File: config.mk
export PLATFORM = sky130hd
export DESIGN_NAME = iida_obuf
export DESIGN_NICKNAME = d
export VERILOG_FILES = /design/src/hdl/indexed_insert_delete_array_macros.svh /design/src/hdl/iida_obuf.sv
export SDC_FILE = /design/constraint.sdc
export NUM_CORES = 1
export LEC_CHECK = 0
export ABC_CLOCK_PERIOD_IN_PS = 4100
export BUFFER_PORTS_ARGS = -buffer_cell sky130_fd_sc_hd__buf_2
export CAP_MARGIN = 20
export CORE_ASPECT_RATIO = 1.4
export CORE_MARGIN = 2
export CORE_UTILIZATION = 55
export DETAILED_ROUTE_END_ITERATION = 16
export GPL_TIMING_DRIVEN = 0
export PLACE_DENSITY_LB_ADDON = 0.05
export SETUP_SLACK_MARGIN = 0.05
export SLEW_MARGIN = 20
export SYNTH_ARGS = -nofsm -noshare
export SYNTH_HDL_FRONTEND = slang
export SYNTH_SLANG_ARGS = --single-unit
File: constraint.sdc
create_clock -name clk -period 4.1 [get_ports clk]
set_input_delay 0.615 -clock clk [delete_from_list [all_inputs] [get_ports clk]]
set_output_delay 0.615 -clock clk [all_outputs]
set_load 0.005 [all_outputs]
File: src/hdl/indexed_insert_delete_array_macros.svh
// Assertion helpers used by iida_ctrl.
`ifndef INDEXED_INSERT_DELETE_ARRAY_MACROS_SVH
`define INDEXED_INSERT_DELETE_ARRAY_MACROS_SVH

// Same-cycle implication, disabled during reset.
`define IIDA_ASSERT_IMPL(label, clk, rst_n, ante, cons, msg) \
    label: assert property (@(posedge clk) disable iff (!rst_n) (ante) |-> (cons)) \
        else $error(msg);

// Next-cycle implication, disabled during reset.
`define IIDA_ASSERT_NEXT(label, clk, rst_n, ante, cons, msg) \
    label: assert property (@(posedge clk) disable iff (!rst_n) (ante) |=> (cons)) \
        else $error(msg);

`endif

File: src/hdl/iida_obuf.sv
`timescale 1ns / 1ps

module iida_obuf
#(
    parameter int W = 41
)
(
    input  logic         clk,
    input  logic         rst_n,
    input  logic         up_valid,
    output logic         up_stall,
    input  logic [W-1:0] up_data,
    output logic         dn_valid,
    input  logic         dn_stall,
    output logic [W-1:0] dn_data
);

    logic         out_valid_reg;
    logic         out_valid_next;
    logic [W-1:0] out_data_reg;
    logic [W-1:0] out_data_next;
    logic         skid_valid_reg;
    logic         skid_valid_next;
    logic [W-1:0] skid_data_reg;
    logic [W-1:0] skid_data_next;
    logic         push;
    logic         out_free;

    assign push     = up_valid && !skid_valid_reg;
    assign out_free = !out_valid_reg || !dn_stall;

    always_comb
    begin
        out_valid_next  = out_valid_reg;
        out_data_next   = out_data_reg;
        skid_valid_next = skid_valid_reg;
        skid_data_next  = skid_data_reg;
        if (out_free)
        begin
            out_valid_next  = skid_valid_reg || push;
            out_data_next   = skid_valid_reg ? skid_data_reg : up_data;
            skid_valid_next = 1'b0;
        end
        else if (push)
        begin
            skid_valid_next = 1'b1;
            skid_data_next  = up_data;
        end
    end

    always_ff @(posedge clk or negedge rst_n)
    begin
        if (!rst_n)
        begin
            out_valid_reg  <= 1'b0;
            skid_valid_reg <= 1'b0;
        end
        else
        begin
            out_valid_reg  <= out_valid_next;
            skid_valid_reg <= skid_valid_next;
        end
    end

    always_ff @(posedge clk)
    begin
        out_data_reg  <= out_data_next;
        skid_data_reg <= skid_data_next;
    end

    assign up_stall = skid_valid_reg;
    assign dn_valid = out_valid_reg;
    assign dn_data  = out_data_reg;

endmodule

==> results_dict.tcl <==
set metrics [dict create \
    nFillCells 402 \
    htree_num_levels 3 \
    path_class "reg2reg" \
    drtIter0Drc 106 \
    synth.largest_area_cell "edfxtp_1" \
    portBuffers 87 \
    die_width_um 68.8 \
    netlist-cell-type-count 10 \
    cp_top_family "simple AND/OR/NAND/NOR gates" \
    worst_slack_ns 2.23 \
    syn-num-nets 179 \
    ctsHoldBuffers 0 \
    pre_cts_ws_ns 2.19 \
    yosys_warnings 0 \
    grt.overflow.total 0 \
    synth_area_mm2 0.00323 \
    clockRootBuffer "clkbuf_8" \
    vias 1598 \
    start_util_pct 55.8 \
    ioPinCount 88 \
    drc 0 \
    ys_seq_area_share_pct 77.8 \
    finalWirelength_um 5320 \
    relSlewSlack_pct 65.3 \
    finalHoldViolations 0 \
    cts_resized 0 \
    peakVddDrop_uv 345 \
    place_hpwl_um 3730 \
    die_h_um 94.6 \
    cts_buffer_depth 2 \
    timing.final.crit_period_ns 1.87 \
    groute.usage.overall_pct 18.0 \
    total_leakage_power_uw 0.00164 \
    syn_inst 134 \
    core_area_mm2 0.00578 \
    cp_cell_sequence "buf_6 -> buf_6 -> and4b_2 -> buf_16" \
    placementRows 33 \
    n_antenna_cell 0 \
    routabilityCongestion 0.649 \
    synth_commonest_cells "82 x edfxtp_1, 37 x mux2_4, 4 x mux2_2" \
    hold_path_class "in2async" \
    synth_top_cell_area_share_pct 76.3 \
    worst_slew_pin_slew_ns 0.520 \
    synth_area_per_cell_um2 24.1 \
    synth_edf_count 82 \
    status "completed" \
    cts_tree "yes" \
    cp_slowest_cell "and4b_2" \
    viasPerCell 5.17 \
    antenna_found_initial 0 \
    grt_max_degree 30 \
    synth_flop_cell "edfxtp_1" \
    clk_latency_ns 0.34 \
    setup_violations 0 \
    worstSetupEndpointType "register" \
    cp_common_cell "buf_6" \
    yosys_register_bits 84 \
    finalCritPeriodShare_pct 45.5 \
    path_buf_inv 3 \
    routedWlPerCell_um 17.2 \
    drv_slew 0 \
    power_density_mw_per_mm2 471 \
    antenna_left 0 \
    clkTransAtPathRegs_ns 0.08 \
    area_delta_synth_final_pct 25.0 \
    crit_arrival_ns 1.91 \
    cts_buffers 9 \
    cts_sinks 84 \
    dr.pass1.iters 4 \
    start_kind "register" \
    cp_max_fo 23 \
    regArea_mm2 0.00251 \
    multi_input_area_um2 637 \
    drive_above_1_share_pct 62.8 \
    clock.fmax_mhz 536 \
    synth-async-reset-ratio_pct 2.38 \
    postCtsSetupRepairBufs 0 \
    grt_pass1_wl_um 8200 \
    slowest_delay_ns 0.63 \
    tns_ns 0 \
    fin_nets 279 \
    rsz0062_at_grt "no" \
    yosysMostFrequentCell "edfxtp_1" \
    grt_pass1_vias 1748 \
    synth_area_leaders "edfxtp_1 76%, mux2_4 17%, buf_12 1.9%" \
    required_ns 4.15 \
    drv_cap 0 \
    skew_ns 0.0109 \
    die_area_mm2 0.00651 \
]
-- layout make-up --
cell class | instances | area share [%]
flip-flops and latches | 84 | 62.3
repair buffers | 89 | 12.0
well taps | 70 | 2.17
clock inverters | 4 | 2.42
multi-input cells | 45 | 15.8
plain buffers | 5 | 2.05
clock buffers | 12 | 3.35
-- logic make-up after synthesis --
family | after synthesis | share of synthesized area [%]
AO/OA/AOI/OAI | 2 | 0.581
AND/OR/NAND/NOR | 2 | 0.426
flip-flops | 84 | 77.8
buffers and inverters | 5 | 2.56
multiplexers | 41 | 18.6
-- cells in the final DEF, fill, tap and decap left out, drive strengths merged --
cell type / netlist / final
buf: 5 / 94
edfxtp: 82 / 82
mux2: 41 / 41
clkbuf: 0 / 12
bufinv: 0 / 3
dfrtp: 2 / 2
nand2: 1 / 1
and4b: 1 / 1
a211o: 1 / 1
o211a: 1 / 1
clkinvlp: 0 / 1
-- through the flow --
stage	area [um2]	instances	hold slack, ns	power, uW	utilization [%]
2_1_floorplan	3230	134	0.319	1160	-
3_3_place_gp	3750	291	0.400	1230	64.9
3_5_place_dp	3800	293	0.405	1250	65.8
4_1_cts	4040	309	0.0325	1920	69.8
5_1_grt	4040	309	0.0306	1970	69.8
6_report	4040	309	0.0427	1900	69.8
-- where the power goes --
part | internal (uW) | switching, uW
Sequential | 1010 | 15.9
Clock | 406 | 271
Combinational | 112 | 82.5
-- metal layers --
metal | GRT usage (%) | routed length (um)
met2 | 30.5 | 2940
met1 | 20.9 | 1940
met4 | 9.31 | 126
met3 | 3.93 | 305
met5 | 0 | 0
-- worst reg2reg max path: stages (launching register included) --
cell and delay, ns:
dfrtp_1 0.38, buf_6 0.15, buf_6 0.16, and4b_2 0.64
buf_16 0.25
-- path summary, 6_finish.rpt --
path                                     end        startpoint  cells after the start  slack [ns]
min reg2reg                       dn_data[6]  skid_data_reg[6]                      1        0.55
max                        skid_data_reg[35]          up_stall                      4        2.23
min in group clk            skid_data_reg[1]        up_data[1]                      1        0.46
max reg2reg                skid_data_reg[35]          up_stall                      4        2.23
max in group asynchronous           up_stall             rst_n                      1        3.96
min                                 dn_valid             rst_n                      1        0.04
Note: power is estimated with default switching activity, not from simulation.
