<file path="src/hdl/indexed_insert_delete_array_macros.svh">
// Assertion helpers used by iida_ctrl.
`ifndef INDEXED_INSERT_DELETE_ARRAY_MACROS_SVH
`define INDEXED_INSERT_DELETE_ARRAY_MACROS_SVH

// Same-cycle implication, disabled during reset.
`define IIDA_ASSERT_IMPL(label, clk, rst_n, ante, cons, msg) \
    label: assert property (@(posedge clk) disable iff (!rst_n) (ante) |-> (cons)) \
        else $error(msg);

// Next-cycle implication, disabled during reset.
`define IIDA_ASSERT_NEXT(label, clk, rst_n, ante, cons, msg) \
    label: assert property (@(posedge clk) disable iff (!rst_n) (ante) |=> (cons)) \
        else $error(msg);

`endif

</file>
<file path="src/hdl/iida_pkg.sv">
`timescale 1ns / 1ps

package iida_pkg;

    localparam int DEPTH_DEF = 64;
    localparam int WORD_W    = 32;
    localparam int OP_W      = 3;
    localparam int ST_W      = 2;

    typedef enum logic [OP_W-1:0] {
        OP_PUSH   = 3'd0,
        OP_INSERT = 3'd1,
        OP_DELETE = 3'd2,
        OP_SET    = 3'd3,
        OP_GET    = 3'd4
    } op_t;

    typedef enum logic [ST_W-1:0] {
        ST_DONE  = 2'd0,
        ST_RANGE = 2'd1,
        ST_FULL  = 2'd2
    } status_t;

    typedef enum logic [1:0] {
        CELL_HOLD,
        CELL_WRITE,
        CELL_SHIFT_UP,
        CELL_SHIFT_DOWN
    } cell_op_t;

    // Broadcast to every cell of the row.
    typedef struct packed {
        cell_op_t          op;
        logic [WORD_W-1:0] word;
    } cell_cmd_t;

endpackage

</file>
<file path="src/hdl/iida_ctrl.sv">
`timescale 1ns / 1ps

`include "indexed_insert_delete_array_macros.svh"

module iida_ctrl
    import iida_pkg::*;
#(
    parameter int DEPTH = DEPTH_DEF,
    parameter int IDX_W = $clog2(DEPTH + 1)
)
(
    input  logic              clk,
    input  logic              rst_n,
    input  logic              accept,
    input  logic [OP_W-1:0]   opcode,
    input  logic [IDX_W-1:0]  position,
    input  logic [WORD_W-1:0] word_in,
    output cell_cmd_t         cmd,
    output logic [IDX_W-1:0]  cell_pos,
    output status_t           status,
    output logic [IDX_W-1:0]  count_after,
    output logic              get_ok
);

    localparam logic [IDX_W-1:0] FULL_COUNT = IDX_W'(DEPTH);
    localparam logic [IDX_W-1:0] COUNT_ONE  = IDX_W'(1);

    logic [IDX_W-1:0] count_reg;
    logic [IDX_W-1:0] count_next;
    logic             full;
    logic             in_range;
    cell_op_t         cell_op;

    assign full     = (count_reg == FULL_COUNT);
    assign in_range = (position < count_reg);

    always_comb
    begin
        cell_op    = CELL_HOLD;
        cell_pos   = position;
        status     = ST_DONE;
        count_next = count_reg;
        get_ok     = 1'b0;
        unique case (opcode)
            OP_PUSH:
            begin
                cell_pos = count_reg;
                if (full)
                begin
                    status = ST_FULL;
                end
                else
                begin
                    cell_op    = CELL_WRITE;
                    count_next = count_reg + COUNT_ONE;
                end
            end
            OP_INSERT:
            begin
                // range check wins over full
                if (position > count_reg)
                begin
                    status = ST_RANGE;
                end
                else if (full)
                begin
                    status = ST_FULL;
                end
                else
                begin
                    cell_op    = CELL_SHIFT_UP;
                    count_next = count_reg + COUNT_ONE;
                end
            end
            OP_DELETE:
            begin
                if (!in_range)
                begin
                    status = ST_RANGE;
                end
                else
                begin
                    cell_op    = CELL_SHIFT_DOWN;
                    count_next = count_reg - COUNT_ONE;
                end
            end
            OP_SET:
            begin
                if (!in_range)
                begin
                    status = ST_RANGE;
                end
                else
                begin
                    cell_op = CELL_WRITE;
                end
            end
            OP_GET:
            begin
                if (!in_range)
                begin
                    status = ST_RANGE;
                end
                else
                begin
                    get_ok = 1'b1;
                end
            end
            default:
            begin
                cell_op = CELL_HOLD;
            end
        endcase
    end

    assign cmd.op      = accept ? cell_op : CELL_HOLD;
    assign cmd.word    = word_in;
    assign count_after = count_next;

    always_ff @(posedge clk or negedge rst_n)
    begin
        if (!rst_n)
        begin
            count_reg <= '0;
        end
        else if (accept)
        begin
            count_reg <= count_next;
        end
    end

    `IIDA_ASSERT_IMPL(a_count_bound, clk, rst_n, 1'b1, count_reg <= FULL_COUNT,
        "fill count past depth")
    `IIDA_ASSERT_NEXT(a_grow, clk, rst_n,
        accept && (cell_op == CELL_SHIFT_UP || (opcode == OP_PUSH && !full)),
        count_reg == $past(count_reg) + COUNT_ONE, "count did not grow")
    `IIDA_ASSERT_NEXT(a_shrink, clk, rst_n, accept && cell_op == CELL_SHIFT_DOWN,
        count_reg == $past(count_reg) - COUNT_ONE, "count did not shrink")
    `IIDA_ASSERT_NEXT(a_reject_hold, clk, rst_n, accept && status != ST_DONE,
        $stable(count_reg), "rejected transaction changed count")

endmodule

</file>
<file path="config.mk">
export PLATFORM = sky130hd
export DESIGN_NAME = iida_ctrl
export DESIGN_NICKNAME = d
export VERILOG_FILES = /design/src/hdl/iida_pkg.sv /design/src/hdl/iida_ctrl.sv
export VERILOG_INCLUDE_DIRS = /design/src /design/src/hdl
export SDC_FILE = /design/constraint.sdc
export NUM_CORES = 1
export LEC_CHECK = 0
export BUFFER_PORTS_ARGS = -buffer_cell sky130_fd_sc_hd__clkbuf_2
export CORE_UTILIZATION = 42
export CTS_BUF_LIST = sky130_fd_sc_hd__clkbuf_4 sky130_fd_sc_hd__clkbuf_8
export DETAILED_ROUTE_END_ITERATION = 10
export GPL_TIMING_DRIVEN = 0
export HOLD_SLACK_MARGIN = 0.03
export PLACE_DENSITY = 0.9
export SETUP_SLACK_MARGIN = 0.1
export SYNTH_ARGS = -nofsm -noshare
export SYNTH_HDL_FRONTEND = slang
export SYNTH_SLANG_ARGS = --single-unit
</file>
<file path="constraint.sdc">
create_clock -name clk -period 2.85 [get_ports clk]
set_clock_uncertainty 0.1 [all_clocks]
set_input_delay 0.57 -clock clk [delete_from_list [all_inputs] [get_ports clk]]
set_output_delay 0.57 -clock clk [all_outputs]
set_load 0.01 [all_outputs]
</file>
==> flow_summary.yaml <==
run_status:
  status: "finished with violations"
  violations: "negative setup slack"
timing:
  max_freq_mhz: 322
  finalCriticalPeriod_ns: 3.10
  grt_setup_unrepaired: "true"
  tightest_slew_ns: 0.781
  finalHoldViolations: 0
  max_slew_margin: 0.477
  setup_ws_ns: -0.255
  maxSlewViolCount: 0
  setup_viol: 10
  holdWs_ns: 0.0475
  post-route-period-util: 1.09
  fin_setup_tns_ns: -2.17
setup_path:
  start_kind: "register"
  cp-end-kind: "primary output"
  r2r-end: "count_reg[2]"
  crit_type: "register to primary output"
  cp.arrival_ns: 2.43
  cp_slowest_cell: "dfrtp_1"
  crit_buf_inv: 4
  r2r_start: "count_reg[4]"
  crit_required_ns: 2.18
  critPathMaxStageDelay_ns: 0.33
  crit_chain: "clkbuf_8 > inv_8 > ha_4 > nand4_1 > or2_1 > buf_6 > a211oi_4 > a21o_2 > a211oi_2 > xnor2_1 > clkbuf_2"
  critPathMaxFanout: 6
  rr_worst_depth: 11
  cp_top_family: "compound AO/OA/AOI/OAI gates"
  reg2reg_slack_ns: 0.45
cells_and_area:
  fin_nets: 327
  final_cell_mix: "clkbuf_2, buf_4, buf_6, a21oi_1"
  largest_reg_flops: 7
  fin_area_sq_um: 2210
  syn_to_final_growth_pct: 55.7
  antenna_cells: 0
  final_common_cell: "clkbuf_2"
  fillers: 264
  final_util: 0.706
  drive_gt1_frac: 0.632
logic_synthesis:
  ys_seq_area_frac: 0.124
  synth-seq-cells: 7
  synth_fp_nets: 240
  syn_area_per_cell_sq_um: 7.62
  synth_area_sq_um: 1420
  yosysWarnings: 0
  synth_top_flop_cell: "dfrtp_1"
  ys_async_sr_fraction: 1.00
  synth_edf_count: 0
  syn-instance-count: 186
  synth_cell_types: 50
cts:
  tritoncts: "yes"
  clk_pin_slew_ns: 0.05
  ctsHoldBuffers: 0
  numCtsBuffers: 3
  cts-root-buf: "clkbuf_4"
  clk_latency_ns: 0.25
  cts_sinks: 7
  clockBufferDepth: 2
  htreeDepth: 1
global_routing:
  grt_pass1_vias: 1556
  grt_max_degree: 11
  grt_overflow_total: 0
  grt_first_pass_wirelength_um: 7040
  antenna_found_initial: 0
  grt_use_total: 0.264
place:
  pre_cts_slack_ns: -0.377
  dp_hpwl_um: 3240
  io_buffer_count: 62
  dpl_cell_area_sq_um: 1780
  gp_congestion: 0.936
routing:
  wl_per_cell_um: 15.1
  drc_errors: 0
  vias: 1765
  wl_um: 4770
  first_pass_iters: 4
  final_antenna_net_count: 0
  drtIter0Drc: 99
  viasPerCell: 5.59
floorplan:
  die_w_um: 60.1
  coreArea_sq_um: 3130
  std_cell_rows: 20
  ios: 96
  die_height_um: 60.1
  start_util: 0.453
  die-area_sq_um: 3610
job:
  maxCapViolCount: 0
power_and_ir_drop:
  ir_worst_vdd_uv: 318
  p_per_area_nw_per_um2: 771
  cellLeakagePower_uw: 0.00105
hold_path:
  hold_class: "input pin to asynchronous set/reset pin"
-- Yosys cell counts (all sizes together), types with 2 or more instances --
cell,count,area (sq um)
buf,37,284
a21oi,18,97.6
o21ai,17,85.1
ha,9,113
inv,9,33.8
nand2,9,33.8
nand3,8,40.0
nor3,8,50.1
dfrtp,7,175
clkbuf,6,35.0
mux2,6,67.6
nor2,6,25.0
xnor2,5,43.8
a21o,4,31.3
a211oi,3,35.0
a31oi,3,18.8
nor3b,3,32.5
nor4,3,18.8
o31ai,3,22.5
or2,3,18.8
and3,2,12.5
or3b,2,20.0
-- cell type report --
class,instances,area (sq um),area share
inverters,9,46.3,0.0210
flip-flops and latches,7,179,0.0811
plain buffers,43,357,0.162
clock buffers,4,30.0,0.0136
repair buffers,82,482,0.218
well taps,44,55.1,0.0249
multi-input cells,127,1060,0.480
-- worst max path at each step --
stage | start | to | cells past startpoint
final | count_reg[4] | count_after[6] | 11
after global placement | position[6] | count_after[3] | 10
after detailed placement | position[6] | count_after[3] | 10
after floorplan | position[6] | count_after[3] | 8
after CTS | count_reg[4] | count_after[6] | 11
after global routing | count_reg[1] | count_after[3] | 10
-- per-stage QoR --
| step | total power (uW) | instances |
|---|---|---|
| 3_3_place_gp | 1090 | 292 |
| 2_1_floorplan | 843 | 186 |
| 6_report | 1700 | 316 |
| 4_1_cts | 1520 | 313 |
| 5_1_grt | 1830 | 316 |
| 3_5_place_dp | 1100 | 292 |
-- repair_timing --
| item | in CTS | in global routing |
|---|---|---|
| resized for setup | 48 | 22 |
| pin swaps | 17 | 12 |
| setup buffers | 17 | 4 |
| setup endpoints to repair | 18 | 19 |
-- power by group --
part	total, uW	leakage [uW]	internal (uW)	switching [uW]
sequential	173	0.0000873	143	29.8
clock	97.4	0.0000184	62.8	34.6
combinational	1430	0.000940	666	765
total	1700	0.00105	872	830
-- cells by family after synthesis --
group / after synthesis / synth area share
AOI/OAI and AO/OA: 59 / 0.270
xor gates and xnor gates: 5 / 0.0309
adders and majority gates: 9 / 0.0794
muxes: 7 / 0.0547
and+or+nand+nor: 47 / 0.192
buffers and inverters: 52 / 0.249
DFF: 7 / 0.124
-- metal layers --
metal | GRT usage | share of wire | routed length [um] | vias up
li1 | - | - | - | 815
met4 | 0.0864 | 0.027 | 130 | 0
met3 | 0.0671 | 0.11 | 510 | 12
met2 | 0.459 | 0.49 | 2360 | 140
met5 | 0 | 0 | 0 | -
met1 | 0.313 | 0.37 | 1770 | 798
Power figures use the tool's default switching activity.
