$ cat config.mk
export PLATFORM = sky130hd
export DESIGN_NAME = iida_cell
export DESIGN_NICKNAME = d
export VERILOG_FILES = /design/src/hdl/indexed_insert_delete_array_macros.svh /design/src/hdl/iida_pkg.sv /design/src/hdl/iida_cell.sv
export SDC_FILE = /design/constraint.sdc
export NUM_CORES = 1
export LEC_CHECK = 0
export BUFFER_PORTS_ARGS = -buffer_cell sky130_fd_sc_hd__buf_2
export CAP_MARGIN = 20
export CORE_UTILIZATION = 41
export DETAILED_ROUTE_END_ITERATION = 8
export PLACE_DENSITY = 0.93
export SLEW_MARGIN = 20
export SYNTH_ARGS = -nofsm -noshare
export SYNTH_HDL_FRONTEND = slang
export SYNTH_SLANG_ARGS = --single-unit
$ cat constraint.sdc
create_clock -name clk -period 3.1 [get_ports clk]
set_input_delay 0.62 -clock clk [delete_from_list [all_inputs] [get_ports clk]]
set_output_delay 0.62 -clock clk [all_outputs]
set_load 0.03 [all_outputs]
$ cat src/hdl/indexed_insert_delete_array_macros.svh
// Assertion helpers used by iida_ctrl.
`ifndef INDEXED_INSERT_DELETE_ARRAY_MACROS_SVH
`define INDEXED_INSERT_DELETE_ARRAY_MACROS_SVH

// Same-cycle implication, disabled during reset.
`define IIDA_ASSERT_IMPL(label, clk, rst_n, ante, cons, msg) \
    label: assert property (@(posedge clk) disable iff (!rst_n) (ante) |-> (cons)) \
        else $error(msg);

// Next-cycle implication, disabled during reset.
`define IIDA_ASSERT_NEXT(label, clk, rst_n, ante, cons, msg) \
    label: assert property (@(posedge clk) disable iff (!rst_n) (ante) |=> (cons)) \
        else $error(msg);

`endif

$ cat src/hdl/iida_pkg.sv
`timescale 1ns / 1ps

package iida_pkg;

    localparam int DEPTH_DEF = 64;
    localparam int WORD_W    = 32;
    localparam int OP_W      = 3;
    localparam int ST_W      = 2;

    typedef enum logic [OP_W-1:0] {
        OP_PUSH   = 3'd0,
        OP_INSERT = 3'd1,
        OP_DELETE = 3'd2,
        OP_SET    = 3'd3,
        OP_GET    = 3'd4
    } op_t;

    typedef enum logic [ST_W-1:0] {
        ST_DONE  = 2'd0,
        ST_RANGE = 2'd1,
        ST_FULL  = 2'd2
    } status_t;

    typedef enum logic [1:0] {
        CELL_HOLD,
        CELL_WRITE,
        CELL_SHIFT_UP,
        CELL_SHIFT_DOWN
    } cell_op_t;

    // Broadcast to every cell of the row.
    typedef struct packed {
        cell_op_t          op;
        logic [WORD_W-1:0] word;
    } cell_cmd_t;

endpackage

$ cat src/hdl/iida_cell.sv
`timescale 1ns / 1ps

module iida_cell
    import iida_pkg::*;
#(
    parameter int IDX_W = 7,
    parameter int INDEX = 0
)
(
    input  logic              clk,
    input  cell_cmd_t         cmd,
    input  logic [IDX_W-1:0]  pos,
    input  logic [WORD_W-1:0] from_below,
    input  logic [WORD_W-1:0] from_above,
    output logic [WORD_W-1:0] word,
    output logic [WORD_W-1:0] sel_word
);

    logic [WORD_W-1:0] word_reg;
    logic [WORD_W-1:0] word_next;
    logic              at_pos;
    logic              above_pos;

    assign at_pos    = (pos == IDX_W'(INDEX));
    assign above_pos = (IDX_W'(INDEX) > pos);

    always_comb
    begin
        word_next = word_reg;
        unique case (cmd.op)
            CELL_HOLD:
            begin
                word_next = word_reg;
            end
            CELL_WRITE:
            begin
                if (at_pos)
                begin
                    word_next = cmd.word;
                end
            end
            CELL_SHIFT_UP:
            begin
                if (at_pos)
                begin
                    word_next = cmd.word;
                end
                else if (above_pos)
                begin
                    word_next = from_below;
                end
            end
            CELL_SHIFT_DOWN:
            begin
                if (at_pos || above_pos)
                begin
                    word_next = from_above;
                end
            end
            default:
            begin
                word_next = word_reg;
            end
        endcase
    end

    // Payload only, no reset.
    always_ff @(posedge clk)
    begin
        word_reg <= word_next;
    end

    assign word     = word_reg;
    assign sel_word = at_pos ? word_reg : '0;

endmodule

==> results of run 1 <==
[critical path, cell delays in order]
cell and delay (ns):
buf_2 0.11, nor4_4 0.32, buf_12 0.30, and3_1 0.21
buf_2 0.20
[metrics by stage]
stage                     utilization [%]  hold slack, ns  instances  setup slack [ns]  cell area [sq um]
after floorplan                         -          0.8595        265            0.6278               2352
after global placement              58.28          0.9525        479            0.7208               3209
after detailed placement            58.28          0.9563        479            0.6875               3209
after CTS                           59.69          0.6638        486            0.7085               3287
after global routing                59.69          0.6775        486            0.6302               3287
final                               59.69          0.6779        486            0.6973               3287
[routing by layer]
metal / share of wire [%] / track usage, % / vias to the layer above
li1: - / - / 1325
met1: 42 / 29.51 / 1302
met2: 52 / 43.63 / 124
met3: 5.6 / 4.118 / 4
met4: 0.45 / 5.283 / 0
met5: 0 / 0 / -
[power by group through the flow]
stage | clock [mW] | sequential [mW] | combinational, mW
after detailed placement | 0 | 0.494 | 0.212
after CTS | 0.304 | 0.485 | 0.212
after global placement | 0 | 0.494 | 0.205
after floorplan | 0 | 0.499 | 0.111
final | 0.292 | 0.485 | 0.214
after global routing | 0.326 | 0.485 | 0.234
[cells in the final DEF (no fill, tap or decap)]
| master | n |
|---|---|
| buf_12 | 2 |
| nor3_2 | 1 |
| buf_2 | 169 |
| clkinv_2 | 1 |
| edfxtp_1 | 32 |
| a31oi_1 | 32 |
| and3_1 | 32 |
| and2_1 | 1 |
| nor2b_1 | 32 |
| buf_4 | 7 |
| o21a_1 | 1 |
| o211ai_1 | 32 |
| nand2_1 | 32 |
| clkbuf_8 | 5 |
| nand4_1 | 32 |
| clkbuf_1 | 1 |
| nor2b_4 | 1 |
| nor4_4 | 1 |
[cell families after synthesis]
logic type / Yosys count / share of synthesized area (%)
flip-flops: 32 / 40.85
AND/OR/NAND/NOR: 132 / 31.91
AO/OA/AOI/OAI: 65 / 19.04
buffers and inverters: 36 / 8.191
[cell type report]
| cell class | instances | area [sq um] | area share [%] |
|---|---|---|---|
| clock inverters | 1 | 5.005 | 0.1523 |
| multi-input cells | 197 | 1220 | 37.11 |
| well taps | 72 | 90.09 | 2.741 |
| flip-flops and latches | 32 | 960.9 | 29.23 |
| clock buffers | 6 | 72.57 | 2.208 |
| repair buffers | 178 | 938.4 | 28.55 |
[path summary, 6_finish.rpt]
kind              depth (start not counted)                  to
hold / removal                            3  word[31]$_DFFE_PP_
setup / recovery                          5        sel_word[17]
==> summary.txt, run 1 <==
post-DP HPWL: 5077 microns
Critical Path End Type: output port
DR iter-0 viols: 90
vias in the first global route: 2477
Distinct cells, synth: 14
Post-Synthesis Cells: 265
GPL Wtd Cong: 0.7969
remaining global-route overflow: 0
drt wl/cell: 15.24 microns
min Tclk post-route: 2.403 ns
Logic pwr share: 21.6%
chip height: 77.75 microns
Pint: 736.6 uW
synth-to-layout area growth: 39.73%
top cells by area, synth: edfxtp_1 41%, o211ai_1 10%, nor2b_1 8.8%, a31oi_1 8.5%, and3_1 8.5%
Remaining DRCs: 0
share of the yosys chip area belonging to registers: 40.85%
# diodes: 0
first-pass GRT wire length: 11520 microns
post-route ant nets: 0
Net Switching: 254.7 uW
Max Transition Viols Final: 0
biggest area consumer among synthesized cells: edfxtp_1
max FFs per register: 32
RSZ-0062 raised after global routing: false
sequential cell fraction of total power: 48.9%
Sw Ratio: 25.69%
asr flop ratio synth: 0%
mean post-synth cell area: 8.876 sq um
# clock sinks: 32
Tot Pwr: 991.4 uW
Reg clk slew, reported paths: 0.06 ns
Setup crit start: pos[3]
CORE AREA: 5507 sq um
maximum capacitance violations: 0
Vias/cell: 5.669
part of the cycle the worst path needs: 77.51%
worst-path fanout max: 65
row cnt: 27
worst slew pin tran: 0.6366 ns
Clk pwr share: 29.4%
Root Driver: clkbuf_8
Syn Std Cell Area: 2352 sq um
#FFs+latches synth: 32
initial antenna violation count: 0
TNS Setup: 0 ns
Initial Util: 42.72%
WP data arrival: 1.78 ns
# resized after CTS: 0
number of buffers added on ports: 169
Total Die Area: 6044 sq um
Post-synth top flop: edfxtp_1
critical path class: input port to output port
CTS tree: built
f_max: 416.2 MHz
drt first pass iters: 5
H-Tree Depth: 2
Post-CTS Setup Inserts: 0
Power per Cell Area: 301.6 nW/um^2
synth warn: 0
final-layout fill cell count: 494
status: complete, no violations
CTS Buf Count: 5
EDFF count, synth: 32
Leak Pwr: 1.487 nW
hold_sp: from_above[31]
hold crit path type: input port to register
slew margin rel.: 57.56%
Hold-fix buffers, CTS: 0
GRT Resource Usage Total: 24.03%
Final nets: 520
final hold vios: 0
Syn Nets: 371
Max clock buf depth: 2
DR vias: 2755
Setup crit start kind: input port
cell with the most instances after synthesis: nor2b_1
Die W: 77.75 microns
Critical Path RT: 2.48 ns
# IOs: 170
largest net degree at the start of global routing: 66
VDD IR-drop max: 0.0001798 V
final wirelength: 7409 microns
final setup fails: 0
fraction of layout cells with a size suffix above 1: 45.17%
top cell type's share of synthesized area: 40.85%
(Power assumes the default switching activity.)
==> run 2, diff against run 1 <==
==> constraint.sdc (replaced) <==
create_clock -name clk -period 2.4 [get_ports clk]
set_input_delay 0.48 -clock clk [delete_from_list [all_inputs] [get_ports clk]]
set_output_delay 0.48 -clock clk [all_outputs]
set_load 0.03 [all_outputs]
==> run 2 against run 1 <==
Against the previous run:
- hold slack got worse by 0.15 ns
- wire length about the same
- cell count up 0.21%
- largest cell class unchanged
- setup slack got worse by 0.50 ns
- first-iteration DRC count rose by 29%
- combinational power rose by 31%
- core utilization up 0.48 points
- critical path type unchanged
- largest power group unchanged
- global-route usage grew 0.28 points
==> summary.txt, run 2 (synthesis gave the netlist of run 1 again) <==
crit-path most repeated cell: buf_2
drt wl/cell: 15.21 microns (-0.25%)
RSZ-0062 raised after global routing: false
synth-to-layout area growth: 40.85%
# clock sinks: 32 (unchanged)
Initial Util: 42.72% (unchanged)
Hold-fix buffers, CTS: 0 (unchanged)
Post-CTS Setup Inserts: 0 (unchanged)
# resized after CTS: 0 (unchanged)
DR vias: 2824 (+2.5%)
CTS Buf Count: 5 (unchanged)
Net Switching: 317.3 uW (+25%)
min Tclk post-route: 2.206 ns
final core utilization: 60.17% (+0.48 points)
Reg clk slew, reported paths: 0.06 ns (about the same)
Final Cell Area: 3313 sq um (+0.80%)
Min Hold Slack: 0.5313 ns (-0.1466 ns)
hold_sp: from_above[2]
Critical Path End Type: output port
slew margin rel.: 73.85% (+16 points)
Setup crit start kind: input port
GPL Wtd Cong: 0.7997 (+0.35%)
maximum capacitance violations: 0 (unchanged)
vias in the first global route: 2605 (+5.2%)
worst path cell trace: buf_2 -> nor4_4 -> buf_4 -> and3_1 -> buf_2
post-DP HPWL: 5362 microns (+5.6%)
Die W: 77.75 microns (unchanged)
Seq. cell area: 960.9 sq um (unchanged)
H-Tree Depth: 2 (unchanged)
Hold Path Cell Cnt: 3 (unchanged)
Leak Pwr: 1.503 nW (+1.0%)
drt first pass iters: 4 (-1)
worst slew pin tran: 0.3922 ns (-0.2445 ns)
# IOs: 170 (unchanged)
final-layout fill cell count: 484 (-2.0%)
Multi-input gate area: 1220 sq um (unchanged)
final wirelength: 7406 microns (about the same)
Critical Path RT: 1.92 ns (-0.56 ns)
fraction of layout cells with a size suffix above 1: 45.54% (+0.37 points)
row cnt: 27 (unchanged)
final hold vios: 0 (unchanged)
Power per Cell Area: 380.5 nW/um^2 (+26%)
Clk pwr share: 28.1% (-1.3 points)
Root Driver: clkbuf_8
Remaining DRCs: 0 (unchanged)
number of buffers added on ports: 169 (unchanged)
Final nets: 523 (+0.58%)
Max clock buf depth: 2 (unchanged)
Top delay family on crit path: buffers and inverters
Logic pwr share: 22.2% (+0.6 points)
remaining global-route overflow: 0 (unchanged)
commonest non-fill, non-tap cell in the layout: buf_2
status: complete, no violations
worst-path fanout max: 41 (-37%)
CORE AREA: 5507 sq um (unchanged)
number of cells after detailed placement: 482 (+0.63%)
CTS tree: built
Vias/cell: 5.799 (+2.3%)
first-pass GRT wire length: 11640 microns (+1.1%)
Critical path buffers and inverters: 3 (unchanged)
Placement Cell Area: 3244 sq um (+1.1%)
crit-path max cell delay: 0.39 ns (+0.07 ns)
f_max: 453.4 MHz
Crit-path slowest cell: buf_4
# diodes: 0 (unchanged)
critical path class: input port to output port
sequential cell fraction of total power: 49.7% (+0.8 points)
largest net degree at the start of global routing: 66 (unchanged)
GRT Resource Usage Total: 24.31% (+0.28 points)
WP data arrival: 1.73 ns (-0.05 ns)
Sw Ratio: 25.17% (-0.53 points)
max FFs per register: 32 (unchanged)
Max Transition Viols Final: 0 (unchanged)
VDD IR-drop max: 0.0001862 V (+3.6%)
part of the cycle the worst path needs: 91.90%
fin cells: 487 (+0.21%)
initial antenna violation count: 0 (unchanged)
chip height: 77.75 microns (unchanged)
post-route ant nets: 0 (unchanged)
Total Die Area: 6044 sq um (unchanged)
final setup fails: 0 (unchanged)
WHS Endpoint: word[2]$_DFFE_PP_
TNS Setup: 0 ns (unchanged)
hold crit path type: input port to register
DR iter-0 viols: 116 (+29%)
Pint: 943.4 uW (+28%)
==> run 2: per-layer routing <==
| layer | GRT usage [%] | vias to the layer above | wire length [microns] |
|---|---|---|---|
| met1 | 27.15 | 1339 | 2923 |
| met3 | 5.412 | 11 | 550 |
| met4 | 8.113 | 0 | 101 |
| li1 | - | 1326 | - |
| met2 | 45.13 | 148 | 3831 |
| met5 | 0 | - | 0 |
==> run 2: how the worst max path moves through the flow <==
| stage | slack (ns) | start | depth (start not counted) | to |
|---|---|---|---|---|
| final | 0.19 | pos[3] | 5 | sel_word[17] |
| after global routing | 0.12 | pos[3] | 5 | sel_word[16] |
| after CTS | 0.22 | pos[3] | 5 | sel_word[17] |
| after detailed placement | 0.19 | pos[3] | 6 | word[26]$_DFFE_PP_ |
| after global placement | 0.28 | pos[3] | 5 | sel_word[27] |
| after floorplan | 0.07 | pos[3] | 5 | word[0]$_DFFE_PP_ |
==> run 2: through the flow <==
stage	setup slack, ns	power, mW
after floorplan	0.06780	0.7873
after CTS	0.2156	1.272
final	0.1944	1.261
after global routing	0.1242	1.317
after detailed placement	0.1881	0.9162
after global placement	0.2770	0.9055
==> run 2: power by group through the flow <==
stage | clock [mW] | combinational (mW) | sequential, mW
after CTS | 0.367 | 0.279 | 0.627
after floorplan | 0 | 0.143 | 0.644
final | 0.354 | 0.280 | 0.627
after global placement | 0 | 0.267 | 0.638
after global routing | 0.386 | 0.305 | 0.627
after detailed placement | 0 | 0.278 | 0.638
==> run 2: cell type report <==
cell class	count	area share [%]
Multi-Input combinational cell	197	36.82
Tap cell	72	2.719
Clock buffer	5	2.077
Timing Repair Buffer	181	29.38
Sequential cell	32	29.00
==> run 2: worst min-delay path, cell delays in order <==
cell and delay, ns:
buf_2 0.07, a31oi_1 0.06, o211ai_1 0.08
